===== src/rtl/i2crb_pkg.sv =====
// ----------------------------------------------------------------------------
// i2crb_pkg
// Shared types and constants for the I2C register burst master.
// ----------------------------------------------------------------------------
package i2crb_pkg;

    localparam int MAX_BURST_DEF = 8;
    localparam logic [6:0] SLAVE_ADDR_RST = 7'd81;

    // depth of the request and result queues
    localparam int QDEPTH = 2;
    localparam int QPTR_W = $clog2(QDEPTH);
    localparam int QCNT_W = $clog2(QDEPTH + 1);

    typedef enum logic [1:0] {
        REQ_TICK  = 2'd0,
        REQ_PUSH  = 2'd1,
        REQ_WRITE = 2'd2,
        REQ_READ  = 2'd3
    } req_t;

    typedef struct packed {
        req_t       req;
        logic [7:0] reg_addr;
        logic [3:0] byte_count;
        logic [7:0] data_byte;
        logic       sda_in;
    } cmd_t;

    typedef struct packed {
        logic       scl_out;
        logic       sda_release;
        logic       busy_res;
        logic [7:0] rx_byte;
        logic       rx_valid;
        logic       done_res;
        logic       ack_error;
    } res_t;

endpackage


===== src/rtl/i2crb_front.sv =====
// ----------------------------------------------------------------------------
// i2crb_front
// Accepts request transactions, decodes and clamps them, and queues them for
// the bus engine.
// ----------------------------------------------------------------------------
module i2crb_front #(
    parameter int MAX_BURST = i2crb_pkg::MAX_BURST_DEF
) (
    input  logic              clk,
    input  logic              rst_n,
    input  logic              push,
    output logic              full,
    input  logic [1:0]        req_type,
    input  logic [7:0]        reg_addr,
    input  logic [3:0]        byte_count,
    input  logic [7:0]        data_byte,
    input  logic              sda_in,
    output logic              cmd_valid,
    output i2crb_pkg::cmd_t   cmd,
    input  logic              cmd_pop
);
    import i2crb_pkg::*;

    // largest count the four-bit field can carry after clamping
    localparam logic [3:0] CNT_MAX = 4'((MAX_BURST > 15) ? 15 : MAX_BURST);

    cmd_t              dec_cmd;
    cmd_t              q_mem [QDEPTH];
    logic [QPTR_W-1:0] wr_ptr_reg;
    logic [QPTR_W-1:0] rd_ptr_reg;
    logic [QCNT_W-1:0] count_reg;
    logic              do_push;
    logic              do_pop;

    always_comb
    begin
        dec_cmd.req        = req_t'(req_type);
        dec_cmd.reg_addr   = reg_addr;
        dec_cmd.data_byte  = data_byte;
        dec_cmd.sda_in     = sda_in;
        if (byte_count == 4'd0)
        begin
            dec_cmd.byte_count = 4'd1;
        end
        else if (byte_count > CNT_MAX)
        begin
            dec_cmd.byte_count = CNT_MAX;
        end
        else
        begin
            dec_cmd.byte_count = byte_count;
        end
    end

    assign full      = (count_reg == QCNT_W'(QDEPTH));
    assign cmd_valid = (count_reg != '0);
    assign do_push   = push && !full;
    assign do_pop    = cmd_pop && cmd_valid;
    assign cmd       = q_mem[rd_ptr_reg];

    always_ff @(posedge clk)
    begin
        if (do_push)
        begin
            q_mem[wr_ptr_reg] <= dec_cmd;
        end
    end

    always_ff @(posedge clk or negedge rst_n)
    begin
        if (!rst_n)
        begin
            wr_ptr_reg <= '0;
            rd_ptr_reg <= '0;
            count_reg  <= '0;
        end
        else
        begin
            if (do_push)
            begin
                wr_ptr_reg <= wr_ptr_reg + 1'b1;
            end
            if (do_pop)
            begin
                rd_ptr_reg <= rd_ptr_reg + 1'b1;
            end
            if (do_push && !do_pop)
            begin
                count_reg <= count_reg + 1'b1;
            end
            else if (do_pop && !do_push)
            begin
                count_reg <= count_reg - 1'b1;
            end
        end
    end

endmodule


===== src/rtl/i2crb_engine.sv =====
// ----------------------------------------------------------------------------
// i2crb_engine
// Bus phase sequencer: one line phase per step, write-data buffer, and the
// SCL / SDA line registers.
// ----------------------------------------------------------------------------
module i2crb_engine #(
    parameter int MAX_BURST = i2crb_pkg::MAX_BURST_DEF
) (
    input  logic             clk,
    input  logic             rst_n,
    input  logic             slave_address_we,
    input  logic [6:0]       slave_address,
    input  logic             step,
    input  i2crb_pkg::cmd_t  cmd,
    output i2crb_pkg::res_t  res
);
    import i2crb_pkg::*;

    localparam int PTR_W  = (MAX_BURST > 1) ? $clog2(MAX_BURST) : 1;
    localparam int FILL_W = $clog2(MAX_BURST + 1);
    localparam logic [3:0] BIT_LAST = 4'd7;

    typedef enum logic [3:0] {
        PH_IDLE, PH_START, PH_TX_AW, PH_ACK_AW, PH_TX_RA, PH_ACK_RA, PH_TX_D,
        PH_ACK_D, PH_RSTART, PH_TX_AR, PH_ACK_AR, PH_RX, PH_MACK, PH_STOP
    } phase_t;

    phase_t            phase_reg, phase_next;
    logic [1:0]        sub_reg, sub_next;
    logic [3:0]        bit_reg, bit_next;
    logic [7:0]        shift_reg, shift_next;
    logic [3:0]        left_reg, left_next;
    logic [FILL_W-1:0] fill_reg, fill_next;
    logic [PTR_W-1:0]  ptr_reg, ptr_next;
    logic              rmode_reg, rmode_next;
    logic [7:0]        raddr_reg, raddr_next;
    logic              err_reg, err_next;
    logic              scl_reg, scl_next;
    logic              sda_reg, sda_next;
    logic [6:0]        saddr_reg;

    logic [7:0]        tx_buf [MAX_BURST];
    logic [7:0]        rd_data_reg;
    logic [PTR_W-1:0]  rd_addr;
    logic              buf_we;
    logic [3:0]        left_dec;

    logic              rx_valid;
    logic [7:0]        rx_byte;
    logic              done;
    logic              err_out;

    // the next data byte is fetched ahead: during a data acknowledge the
    // address already points past the byte in flight
    assign rd_addr  = (phase_reg == PH_ACK_D) ? ptr_reg + 1'b1 : ptr_reg;
    assign left_dec = (left_reg != 4'd0) ? left_reg - 4'd1 : 4'd0;

    always_comb
    begin
        phase_next = phase_reg;
        sub_next   = sub_reg + 2'd1;
        bit_next   = bit_reg;
        shift_next = shift_reg;
        left_next  = left_reg;
        fill_next  = fill_reg;
        ptr_next   = ptr_reg;
        rmode_next = rmode_reg;
        raddr_next = raddr_reg;
        err_next   = err_reg;
        scl_next   = scl_reg;
        sda_next   = sda_reg;
        buf_we     = 1'b0;
        rx_valid   = 1'b0;
        rx_byte    = 8'd0;
        done       = 1'b0;
        err_out    = 1'b0;

        case (phase_reg)
            PH_IDLE:
            begin
                sub_next = 2'd0;
                if (cmd.req == REQ_PUSH)
                begin
                    if (fill_reg < FILL_W'(MAX_BURST))
                    begin
                        buf_we    = 1'b1;
                        fill_next = fill_reg + 1'b1;
                    end
                end
                else if (cmd.req inside {REQ_WRITE, REQ_READ})
                begin
                    raddr_next = cmd.reg_addr;
                    left_next  = cmd.byte_count;
                    rmode_next = (cmd.req == REQ_READ);
                    ptr_next   = '0;
                    err_next   = 1'b0;
                    bit_next   = 4'd0;
                    phase_next = PH_START;
                end
            end
            PH_START, PH_RSTART:
            begin
                case (sub_reg)
                    2'd0: sda_next = 1'b1;
                    2'd1: scl_next = 1'b1;
                    2'd2: sda_next = 1'b0;
                    default:
                    begin
                        scl_next = 1'b0;
                        sub_next = 2'd0;
                        bit_next = 4'd0;
                        if (phase_reg == PH_START)
                        begin
                            phase_next = PH_TX_AW;
                            shift_next = {saddr_reg, 1'b0};
                        end
                        else
                        begin
                            phase_next = PH_TX_AR;
                            shift_next = {saddr_reg, 1'b1};
                        end
                    end
                endcase
            end
            PH_TX_AW, PH_TX_RA, PH_TX_D, PH_TX_AR:
            begin
                case (sub_reg)
                    2'd0:
                    begin
                        sda_next   = shift_reg[7];
                        shift_next = {shift_reg[6:0], 1'b0};
                    end
                    2'd1: scl_next = 1'b1;
                    default:
                    begin
                        scl_next = 1'b0;
                        sub_next = 2'd0;
                        if (bit_reg == BIT_LAST)
                        begin
                            bit_next = 4'd0;
                            case (phase_reg)
                                PH_TX_AW: phase_next = PH_ACK_AW;
                                PH_TX_RA: phase_next = PH_ACK_RA;
                                PH_TX_D:  phase_next = PH_ACK_D;
                                default:  phase_next = PH_ACK_AR;
                            endcase
                        end
                        else
                        begin
                            bit_next = bit_reg + 4'd1;
                        end
                    end
                endcase
            end
            PH_ACK_AW, PH_ACK_RA, PH_ACK_D, PH_ACK_AR:
            begin
                case (sub_reg)
                    2'd0: sda_next = 1'b1;
                    2'd1:
                    begin
                        scl_next = 1'b1;
                        err_next = cmd.sda_in;
                    end
                    default:
                    begin
                        scl_next = 1'b0;
                        sub_next = 2'd0;
                        if (err_reg)
                        begin
                            phase_next = PH_STOP;
                        end
                        else
                        begin
                            case (phase_reg)
                                PH_ACK_AW:
                                begin
                                    phase_next = PH_TX_RA;
                                    shift_next = raddr_reg;
                                    bit_next   = 4'd0;
                                end
                                PH_ACK_RA:
                                begin
                                    if (rmode_reg)
                                    begin
                                        phase_next = PH_RSTART;
                                    end
                                    else
                                    begin
                                        phase_next = PH_TX_D;
                                        shift_next = rd_data_reg;
                                        bit_next   = 4'd0;
                                    end
                                end
                                PH_ACK_D:
                                begin
                                    left_next = left_dec;
                                    ptr_next  = ptr_reg + 1'b1;
                                    if (left_dec == 4'd0)
                                    begin
                                        phase_next = PH_STOP;
                                    end
                                    else
                                    begin
                                        phase_next = PH_TX_D;
                                        shift_next = rd_data_reg;
                                        bit_next   = 4'd0;
                                    end
                                end
                                default:
                                begin
                                    phase_next = PH_RX;
                                    shift_next = 8'd0;
                                    bit_next   = 4'd0;
                                end
                            endcase
                        end
                    end
                endcase
            end
            PH_RX:
            begin
                case (sub_reg)
                    2'd0: sda_next = 1'b1;
                    2'd1:
                    begin
                        scl_next   = 1'b1;
                        shift_next = {shift_reg[6:0], cmd.sda_in};
                    end
                    default:
                    begin
                        scl_next = 1'b0;
                        sub_next = 2'd0;
                        if (bit_reg == BIT_LAST)
                        begin
                            bit_next   = 4'd0;
                            rx_valid   = 1'b1;
                            rx_byte    = shift_reg;
                            phase_next = PH_MACK;
                        end
                        else
                        begin
                            bit_next = bit_reg + 4'd1;
                        end
                    end
                endcase
            end
            PH_MACK:
            begin
                case (sub_reg)
                    // no-acknowledge on the last byte
                    2'd0: sda_next = (left_reg <= 4'd1);
                    2'd1: scl_next = 1'b1;
                    default:
                    begin
                        scl_next  = 1'b0;
                        sub_next  = 2'd0;
                        left_next = left_dec;
                        if (left_dec == 4'd0)
                        begin
                            phase_next = PH_STOP;
                        end
                        else
                        begin
                            phase_next = PH_RX;
                            shift_next = 8'd0;
                            bit_next   = 4'd0;
                        end
                    end
                endcase
            end
            PH_STOP:
            begin
                case (sub_reg)
                    2'd0: sda_next = 1'b0;
                    2'd1: scl_next = 1'b1;
                    default:
                    begin
                        sda_next   = 1'b1;
                        sub_next   = 2'd0;
                        done       = 1'b1;
                        err_out    = err_reg;
                        phase_next = PH_IDLE;
                        if (!rmode_reg)
                        begin
                            fill_next = '0;
                        end
                    end
                endcase
            end
            default:
            begin
                phase_next = PH_IDLE;
                sub_next   = 2'd0;
                scl_next   = 1'b1;
                sda_next   = 1'b1;
            end
        endcase

        res.scl_out     = scl_next;
        res.sda_release = sda_next;
        res.busy_res    = (phase_next != PH_IDLE);
        res.rx_byte     = rx_byte;
        res.rx_valid    = rx_valid;
        res.done_res    = done;
        res.ack_error   = err_out;
    end

    always_ff @(posedge clk)
    begin
        if (step && buf_we)
        begin
            tx_buf[fill_reg[PTR_W-1:0]] <= cmd.data_byte;
        end
        rd_data_reg <= tx_buf[rd_addr];
    end

    always_ff @(posedge clk or negedge rst_n)
    begin
        if (!rst_n)
        begin
            phase_reg <= PH_IDLE;
            sub_reg   <= 2'd0;
            bit_reg   <= 4'd0;
            shift_reg <= 8'd0;
            left_reg  <= 4'd0;
            fill_reg  <= '0;
            ptr_reg   <= '0;
            rmode_reg <= 1'b0;
            raddr_reg <= 8'd0;
            err_reg   <= 1'b0;
            scl_reg   <= 1'b1;
            sda_reg   <= 1'b1;
            saddr_reg <= SLAVE_ADDR_RST;
        end
        else
        begin
            if (slave_address_we)
            begin
                saddr_reg <= slave_address;
            end
            if (step)
            begin
                phase_reg <= phase_next;
                sub_reg   <= sub_next;
                bit_reg   <= bit_next;
                shift_reg <= shift_next;
                left_reg  <= left_next;
                fill_reg  <= fill_next;
                ptr_reg   <= ptr_next;
                rmode_reg <= rmode_next;
                raddr_reg <= raddr_next;
                err_reg   <= err_next;
                scl_reg   <= scl_next;
                sda_reg   <= sda_next;
            end
        end
    end

endmodule


===== src/rtl/i2crb_resq.sv =====
// ----------------------------------------------------------------------------
// i2crb_resq
// Short result queue between the bus engine and the result port.
// ----------------------------------------------------------------------------
module i2crb_resq (
    input  logic             clk,
    input  logic             rst_n,
    input  logic             res_push,
    input  i2crb_pkg::res_t  res_in,
    output logic             res_full,
    output logic             empty,
    input  logic             pop,
    output i2crb_pkg::res_t  res_out
);
    import i2crb_pkg::*;

    res_t              q_mem [QDEPTH];
    logic [QPTR_W-1:0] wr_ptr_reg;
    logic [QPTR_W-1:0] rd_ptr_reg;
    logic [QCNT_W-1:0] count_reg;
    logic              do_push;
    logic              do_pop;

    assign res_full = (count_reg == QCNT_W'(QDEPTH));
    assign empty    = (count_reg == '0);
    assign do_push  = res_push && !res_full;
    assign do_pop   = pop && !empty;
    assign res_out  = q_mem[rd_ptr_reg];

    always_ff @(posedge clk)
    begin
        if (do_push)
        begin
            q_mem[wr_ptr_reg] <= res_in;
        end
    end

    always_ff @(posedge clk or negedge rst_n)
    begin
        if (!rst_n)
        begin
            wr_ptr_reg <= '0;
            rd_ptr_reg <= '0;
            count_reg  <= '0;
        end
        else
        begin
            if (do_push)
            begin
                wr_ptr_reg <= wr_ptr_reg + 1'b1;
            end
            if (do_pop)
            begin
                rd_ptr_reg <= rd_ptr_reg + 1'b1;
            end
            if (do_push && !do_pop)
            begin
                count_reg <= count_reg + 1'b1;
            end
            else if (do_pop && !do_push)
            begin
                count_reg <= count_reg - 1'b1;
            end
        end
    end

endmodule


===== src/rtl/i2c_register_burst_master.sv =====
// ----------------------------------------------------------------------------
// i2c_register_burst_master
// I2C master running register write and read bursts, one line phase per tick.
// ----------------------------------------------------------------------------
// Usage:
// Each transaction on the input queue (push / full) is one bus tick carrying a
// request code, the register address, the burst length, a write-data byte and
// the sampled SDA level. Each tick yields exactly one result on the output
// queue (empty / pop): SCL level, SDA release, busy, received byte with its
// valid flag, done and acknowledge error.
// An accepted tick is registered in the request queue and then in the result
// queue before its result is on the ports. One tick per cycle is sustained
// while results are popped; the bus engine retires one tick per cycle
// and stands still only when the result queue is full or no tick is waiting.
// When the consumer stops popping, the two-entry result queue fills, the
// engine holds, then the two-entry request queue fills and full rises.
// Reset empties both queues, returns the engine to idle with SCL and SDA
// released, clears the write buffer fill count and loads the slave address
// with its default. slave_address must be written only while no tick is in
// flight; the block itself does not enforce this.
// ----------------------------------------------------------------------------
module i2c_register_burst_master #(
    parameter int MAX_BURST = i2crb_pkg::MAX_BURST_DEF
) (
    input  logic       clk,
    input  logic       rst_n,
    input  logic       slave_address_we,
    input  logic [6:0] slave_address,
    input  logic       push,
    output logic       full,
    input  logic [1:0] req_type,
    input  logic [7:0] reg_addr,
    input  logic [3:0] byte_count,
    input  logic [7:0] data_byte,
    input  logic       sda_in,
    output logic       empty,
    input  logic       pop,
    output logic       scl_out,
    output logic       sda_release,
    output logic       busy_res,
    output logic [7:0] rx_byte,
    output logic       rx_valid,
    output logic       done_res,
    output logic       ack_error
);
    import i2crb_pkg::*;

    logic cmd_valid;
    cmd_t cmd;
    logic res_full;
    logic step;
    res_t res;
    res_t res_head;

    assign step = cmd_valid && !res_full;

    i2crb_front #(
        .MAX_BURST (MAX_BURST)
    ) u_front (
        .clk        (clk),
        .rst_n      (rst_n),
        .push       (push),
        .full       (full),
        .req_type   (req_type),
        .reg_addr   (reg_addr),
        .byte_count (byte_count),
        .data_byte  (data_byte),
        .sda_in     (sda_in),
        .cmd_valid  (cmd_valid),
        .cmd        (cmd),
        .cmd_pop    (step)
    );

    i2crb_engine #(
        .MAX_BURST (MAX_BURST)
    ) u_engine (
        .clk              (clk),
        .rst_n            (rst_n),
        .slave_address_we (slave_address_we),
        .slave_address    (slave_address),
        .step             (step),
        .cmd              (cmd),
        .res              (res)
    );

    i2crb_resq u_resq (
        .clk      (clk),
        .rst_n    (rst_n),
        .res_push (step),
        .res_in   (res),
        .res_full (res_full),
        .empty    (empty),
        .pop      (pop),
        .res_out  (res_head)
    );

    assign scl_out     = res_head.scl_out;
    assign sda_release = res_head.sda_release;
    assign busy_res    = res_head.busy_res;
    assign rx_byte     = res_head.rx_byte;
    assign rx_valid    = res_head.rx_valid;
    assign done_res    = res_head.done_res;
    assign ack_error   = res_head.ack_error;

`ifndef SYNTHESIS
    // engine never steps into a full result queue
    a_no_res_overflow: assert property (@(posedge clk) disable iff (!rst_n)
        step |-> !res_full)
        else $error("engine stepped with result queue full");

    // a finished stop always leaves the master idle
    a_done_idle: assert property (@(posedge clk) disable iff (!rst_n)
        (!empty && done_res) |-> !busy_res)
        else $error("done reported while still busy");

    // an acknowledge error is only reported on the stop tick
    a_err_on_done: assert property (@(posedge clk) disable iff (!rst_n)
        (!empty && ack_error) |-> done_res)
        else $error("ack error outside done tick");

    // a received byte and a finished stop never share a tick
    a_rx_not_done: assert property (@(posedge clk) disable iff (!rst_n)
        (!empty && rx_valid) |-> (!done_res && busy_res))
        else $error("received byte on a stop tick");
`endif

endmodule


===== config.mk =====
export PLATFORM = sky130hd
export DESIGN_NAME = i2c_register_burst_master
export DESIGN_NICKNAME = d
export VERILOG_FILES = /design/src/rtl/i2crb_pkg.sv /design/src/rtl/i2crb_front.sv /design/src/rtl/i2crb_engine.sv /design/src/rtl/i2crb_resq.sv /design/src/rtl/i2c_register_burst_master.sv
export SDC_FILE = /design/constraint.sdc
export NUM_CORES = 1
export LEC_CHECK = 0
export BUFFER_PORTS_ARGS = -buffer_cell sky130_fd_sc_hd__buf_4
export CELL_PAD_IN_SITES_DETAIL_PLACEMENT = 1
export CELL_PAD_IN_SITES_GLOBAL_PLACEMENT = 2
export CORE_MARGIN = 1
export CORE_UTILIZATION = 39
export DETAILED_ROUTE_END_ITERATION = 7
export GPL_ROUTABILITY_DRIVEN = 0
export HOLD_SLACK_MARGIN = 0.03
export PLACE_DENSITY_LB_ADDON = 0.1
export SLEW_MARGIN = 20
export SYNTH_ARGS = -nofsm -noshare
export SYNTH_HDL_FRONTEND = slang
export SYNTH_SLANG_ARGS = --single-unit

===== constraint.sdc =====
create_clock -name clk -period 2.4 [get_ports clk]
set_clock_uncertainty 0.15 [all_clocks]
set_input_delay 0.48 -clock clk [delete_from_list [all_inputs] [get_ports clk]]
set_output_delay 0.48 -clock clk [all_outputs]
set_load 0.05 [all_outputs]

Word-level counts from Yosys, hierarchy flattened
Memory sizes are Yosys's and may differ from the RTL's. A register that Yosys moved wholly into a read port is not among the register bits.
Index checks and enable logic that the tools add are counted.
W data, S select, Z words.
{"block": "totals", "n_memories": 3, "latchBits": 0, "elab_cells": 230, "romBits": 0, "register_bits": 56, "inputBits": 35, "ram_bits": 138}
{"name": "u_engine.tx_buf", "words": 8, "width": 8, "read_ports": 1, "rd_clocked_by_memory_dff": 1, "wr": 1, "line_no": "i2crb_engine.sv:42", "rtl": "logic [7:0] tx_buf [MAX_BURST];"}
{"name": "u_front.q_mem", "words": 2, "width": 23, "read_ports": 1, "rd_clocked_by_memory_dff": 0, "wr": 1, "line_no": "i2crb_front.sv:28", "rtl": "cmd_t q_mem [QDEPTH];"}
{"name": "u_resq.q_mem", "words": 2, "width": 14, "read_ports": 1, "rd_clocked_by_memory_dff": 0, "wr": 1, "line_no": "i2crb_resq.sv:17", "rtl": "res_t q_mem [QDEPTH];"}
{"block": "classes", "n_reduce_logical": 50, "n_mux": 102, "bitwise_logic": 1, "multipliers": 0, "shifts": 0, "eq_ne": 39, "n_addsub": 13, "div": 0, "magnitude_cmp": 3}
{"op": "$mux W4", "count": 36}
{"op": "$mux W8", "count": 12}
{"op": "$pmux W8 S5", "count": 1}
{"op": "$pmux W4 S3", "count": 3}
{"op": "$pmux W4 S7", "count": 1}
{"op": "$eq A4 B4 Y1 const B", "count": 6}
{"op": "$mux W1", "count": 24}
{"op": "$pmux W8 S3", "count": 1}
{"op": "$eq A4 B3 Y1 const B", "count": 5}
{"op": "$pmux W4 S5", "count": 1}
{"op": "$mux W3", "count": 6}
{"op": "$ne A2 B2 Y1 const B", "count": 9}
{"op": "$pmux W4 S2", "count": 2}
{"op": "$ne A2 B1 Y1 const B", "count": 7}
{"op": "$logic_not A4 Y1", "count": 3}
{"op": "$mux W2", "count": 6}
{"op": "$reduce_and A6 Y1", "count": 2}
{"op": "$reduce_bool A2 Y1", "count": 6}
{"op": "$reduce_and A11 Y1", "count": 1}
{"op": "$reduce_or A11 Y1", "count": 1}
{"op": "$eq A2 B2 Y1 const B", "count": 5}
{"op": "$logic_and A1 B1 Y1", "count": 10}
{"op": "$pmux W1 S2", "count": 5}
{"op": "$reduce_and A10 Y1", "count": 1}
{"op": "31 further kinds", "count": 54}

Depth between registers and ports, before layout
{"block": "logic_depth", "depth_word": 9, "mapped_depth": 8, "mapped_depth_nobuf": 7}

Modules after synthesis
A second synthesis with hierarchy kept.
{"block": "hier_totals", "cells_unflattened": 713, "hier_area_um2": 9467.8}
{"mod": "i2crb_engine", "n_inst": 1, "cells_per_inst": 552, "seq_area_each_um2": 3289.4, "area_per_inst_um2": 6203.4}
{"mod": "i2crb_front", "n_inst": 1, "cells_per_inst": 97, "seq_area_each_um2": 1481.4, "area_per_inst_um2": 1990.7}
{"mod": "i2crb_resq", "n_inst": 1, "cells_per_inst": 63, "seq_area_each_um2": 940.9, "area_per_inst_um2": 1260.0}
{"mod": "i2c_register_burst_master", "n_inst": 1, "cells_per_inst": 1, "seq_area_each_um2": 0.0, "area_per_inst_um2": 13.8}

Least setup slack after synthesis
No wires, ideal clock.
{"block": "synth_timing", "path_kind": "register -> register", "from": "register u_engine.sub_reg[0]", "to": "memory u_resq.q_mem[0][11] (netlist bit), data pin", "path_stages_with_launch": 9, "t_required_ps": 1965, "t_arrival_ps": 2149, "setup_slack_ps": -184, "setup_time_ps": 285, "cell_sequence": "dfrtp_1 -> inv_1 -> ha_1 -> clkbuf_1 -> or3_1 -> a2111oi_0 -> o31ai_1 -> nor4_1 -> nand4_1"}
{"item": "start: declaration", "line_no": "i2crb_engine.sv:29", "rtl": "logic [1:0] sub_reg, sub_next;"}
{"item": "start signal: assignment", "line_no": "i2crb_engine.sv:344", "rtl": "sub_reg <= sub_next;"}
{"item": "end: declaration", "line_no": "i2crb_resq.sv:17"}

==> results.py <==
metrics = {
    "run_status": {
        "status": "finished with violations",
        "violations": "negative setup slack",
    },
    "sta": {
        "period_needed_ps": 2437,
        "setup_viol": 2,
        "finalHoldViolations": 0,
        "final-max-slew-violation-count": 0,
        "rsz0062_at_grt": "yes",
        "tightestPinTransition_ps": 781.5,
        "max_slew_margin": 0.4790,
        "timing.final.ws_setup_ps": -37.23,
        "fin_crit_sh": 1.016,
        "fmax_mhz": 410.3,
        "finalSetupTns_ps": -74.41,
    },
    "floorplan": {
        "coreArea_sq_um": 23400,
        "dieHeight_um": 156.3,
        "die_area_sq_um": 24420,
        "initial_core_util": 0.3965,
        "io_pins": 51,
        "die_x_um": 156.3,
        "fp-row-count": 56,
    },
    "power": {
        "power.leakage_uw": 0.004453,
        "sw_frac_of_total": 0.3795,
        "power_uw": 15600,
        "p_per_area_nw_per_um2": 1338,
        "switchingPower_uw": 5918,
        "irDropWorstVdd_uv": 787.4,
        "power_frac_comb": 0.432,
        "p_int_uw": 9678,
        "seqPwrFrac": 0.348,
        "clkPwrFrac": 0.220,
    },
    "clocking": {
        "cts_buffers": 23,
        "clock_path_buffers": 3,
        "ctsRootBufferMaster": "clkbuf_16",
        "clock_latency_ps": 520,
        "cts_tree": "done",
        "cts_sinks": 202,
        "path_clk_slew_ps": 60,
        "htree_levels": 1,
    },
    "global_routing": {
        "grt_usage": 0.2019,
        "grt-ovfl-total": 0,
        "grt_pass1_wl_um": 37720,
        "top_usage_layer": "met2",
        "grt_start_max_net_pins": 57,
        "grtUsageMet1": 0.2828,
        "grtUsageMet3": 0.02603,
        "antenna_found_initial": 0,
        "use_met2": 0.3321,
        "grt_pass1_vias": 6734,
    },
    "critical_path": {
        "worst-path-max-fanout": 3,
        "critPathRequiredTime_ps": 2470,
        "r2r_cells": 8,
        "worstPathArrival_ps": 2510,
        "end_kind": "flop",
        "path_class": "flop to flop",
        "startpoint_type": "flop",
    },
    "drt": {
        "initialDrtViolationCount": 365,
        "route.final.wire_length_um": 24140,
        "postRouteAntennaNets": 0,
        "drc": 0,
        "via_count": 6406,
        "vias_per_cell": 5.415,
        "wl_per_cell_um": 20.41,
        "first_pass_iters": 5,
    },
    "synth": {
        "ys.warnings.count": 0,
        "muxShareOfSynthArea": 0.09640,
        "synthesis.area_sq_um": 9280,
        "synth_ff_type": "edfxtp_1",
        "ys_ff_latch": 202,
        "synthSimpleGateAreaFrac": 0.1031,
        "synth_top_family_by_area": "compound AO/OA/AOI/OAI gates",
        "syn_inst": 708,
        "synth_cell_types": 78,
        "synth_xor_xnor_area_share": 0.01133,
        "ys_async_sr_fraction": 0.2772,
        "synth_edf_count": 138,
        "synth_compound_area_frac": 0.1348,
        "ys_seq_area_frac": 0.6155,
        "synth_fa_ha_area_frac": 0.01213,
        "synthesis.nets": 752,
        "syn_area_per_cell_sq_um": 13.11,
    },
    "final_layout": {
        "syn_to_final_growth_pct": 25.58,
        "drive_above_1_share": 0.3113,
        "final_cell_area_sq_um": 11650,
        "final_cell_count_no_fill": 1183,
        "diodes": 0,
        "nets": 891,
        "largest_reg_flops": 64,
    },
    "placement": {
        "place_ws_ps": -137.3,
        "place_area_sq_um": 10580,
        "port_buffers": 50,
        "dpl.hpwl_um": 17090,
        "numPlacedInstances": 1116,
    },
    "worst_hold_path": {
        "hold_path_class": "input port to flop",
        "holdPathStages": 2,
    },
    "job": {
        "maxCapViolCount": 0,
    },
}
==> worst max-delay path: stages, from the launching register on <==
cell       delay [ps]
dfrtp_1           370
inv_2              80
ha_2              180
buf_4             130
or3_4             370
a2111oi_4         270
o31ai_2           110
nor4_2            330
nand4_1           160
==> layout make-up <==
class	instances	area, sq um
clock buffer	27	590.6
clock inverter	15	150.1
fill	2424	11750
inverter	12	45.04
multi-input combinational	450	3460
sequential	202	5713
tap	319	399.1
timing repair buffer	158	1296
==> Yosys cell counts (17+ instances only) <==
| master | instances | area share |
|---|---|---|
| mux2i_1 | 23 | 0.025 |
| o21ai_0 | 36 | 0.019 |
| buf_2 | 17 | 0.0092 |
| nor2_1 | 48 | 0.019 |
| a21oi_1 | 25 | 0.013 |
| edfxtp_1 | 138 | 0.45 |
| clkbuf_1 | 21 | 0.0085 |
| dfrtp_1 | 51 | 0.14 |
| a22oi_1 | 32 | 0.026 |
| mux2_2 | 41 | 0.050 |
| nand2_1 | 31 | 0.013 |
==> layout by cell type, fill, tap and decap left out, types with 5 or more instances in the layout <==
cell / Yosys / layout
nor3_1: 12 / 9
dfstp_2: 5 / 5
o211ai_1: 13 / 13
o31ai_1: 7 / 6
dfxtp_1: 8 / 8
nor2_1: 48 / 47
a22oi_1: 32 / 32
mux2i_1: 23 / 23
dfrtp_1: 51 / 50
mux4_2: 8 / 8
clkbuf_16: 0 / 23
buf_4: 2 / 131
and2_1: 10 / 10
nand2_1: 31 / 31
nand2b_1: 10 / 10
clkinv_2: 0 / 6
mux2_2: 41 / 35
o21ai_1: 2 / 5
inv_1: 11 / 9
dlygate4sd3_1: 0 / 21
edfxtp_1: 138 / 138
o21ai_0: 36 / 33
or2_2: 5 / 5
nand3_1: 11 / 11
ha_1: 9 / 7
mux2_4: 0 / 8
a21oi_1: 25 / 23
a222oi_1: 7 / 7
and3_1: 13 / 13
a21boi_0: 9 / 9
xnor2_1: 9 / 9
==> final timing paths <==
path | start | end | slack (ps)
setup / recovery | u_engine.sub_reg[1]$_DFFE_PN0P_ | u_resq.q_mem[0][11]$_DFFE_PP_ | -40
hold / removal | slave_address[0] | u_engine.saddr_reg[0]$_DFFE_PN1P_ | 60
setup reg to reg | u_engine.sub_reg[1]$_DFFE_PN0P_ | u_resq.q_mem[0][11]$_DFFE_PP_ | -40
hold reg to reg | u_resq.rd_ptr_reg$_DFFE_PN0P_ | u_resq.rd_ptr_reg$_DFFE_PN0P_ | 340
max in group asynchronous | rst_n | u_engine.phase_reg[0]$_DFFE_PN0P_ | 1090
min in group asynchronous | rst_n | u_front.wr_ptr_reg$_DFFE_PN0P_ | 420
==> metal layers <==
| layer | wire [um] | share of wire |
|---|---|---|
| met5 | 0 | 0 |
| met3 | 854 | 0.035 |
| met1 | 11420 | 0.47 |
| met4 | 458 | 0.019 |
| met2 | 11410 | 0.47 |
==> metrics by stage <==
stage,utilization,hold slack [ps]
finish,0.4980,58.47
global route,0.4980,48.30
CTS,0.4967,42.19
detailed placement,0.4519,324.3
global placement,0.4519,326.1
floorplan,-,34.41
==> cells by family after synthesis <==
kind of cell / after synthesis
xor+xnor: 12
compound gates: 176
mux: 74
fa+ha+maj: 9
flops: 202
buf+inv: 56
simple gates: 179
==> power groups by stage <==
stage | clock [uW] | sequential [uW] | combinational, uW
2_1_floorplan | 0 | 5250 | 4240
3_3_place_gp | 0 | 5420 | 6220
3_5_place_dp | 0 | 5470 | 6350
4_1_cts | 3500 | 5420 | 6690
5_1_grt | 3620 | 5510 | 7300
6_report | 3430 | 5430 | 6740
==> repair_timing <==
action,in CTS,in global routing
setup endpoints to repair,15,47
pin swaps,9,8
resized for setup,14,10
hold buffers,21,0
endpoints found under the hold margin,91,0
setup buffers,3,1
No activity file was read; power rests on OpenSTA's default activity.
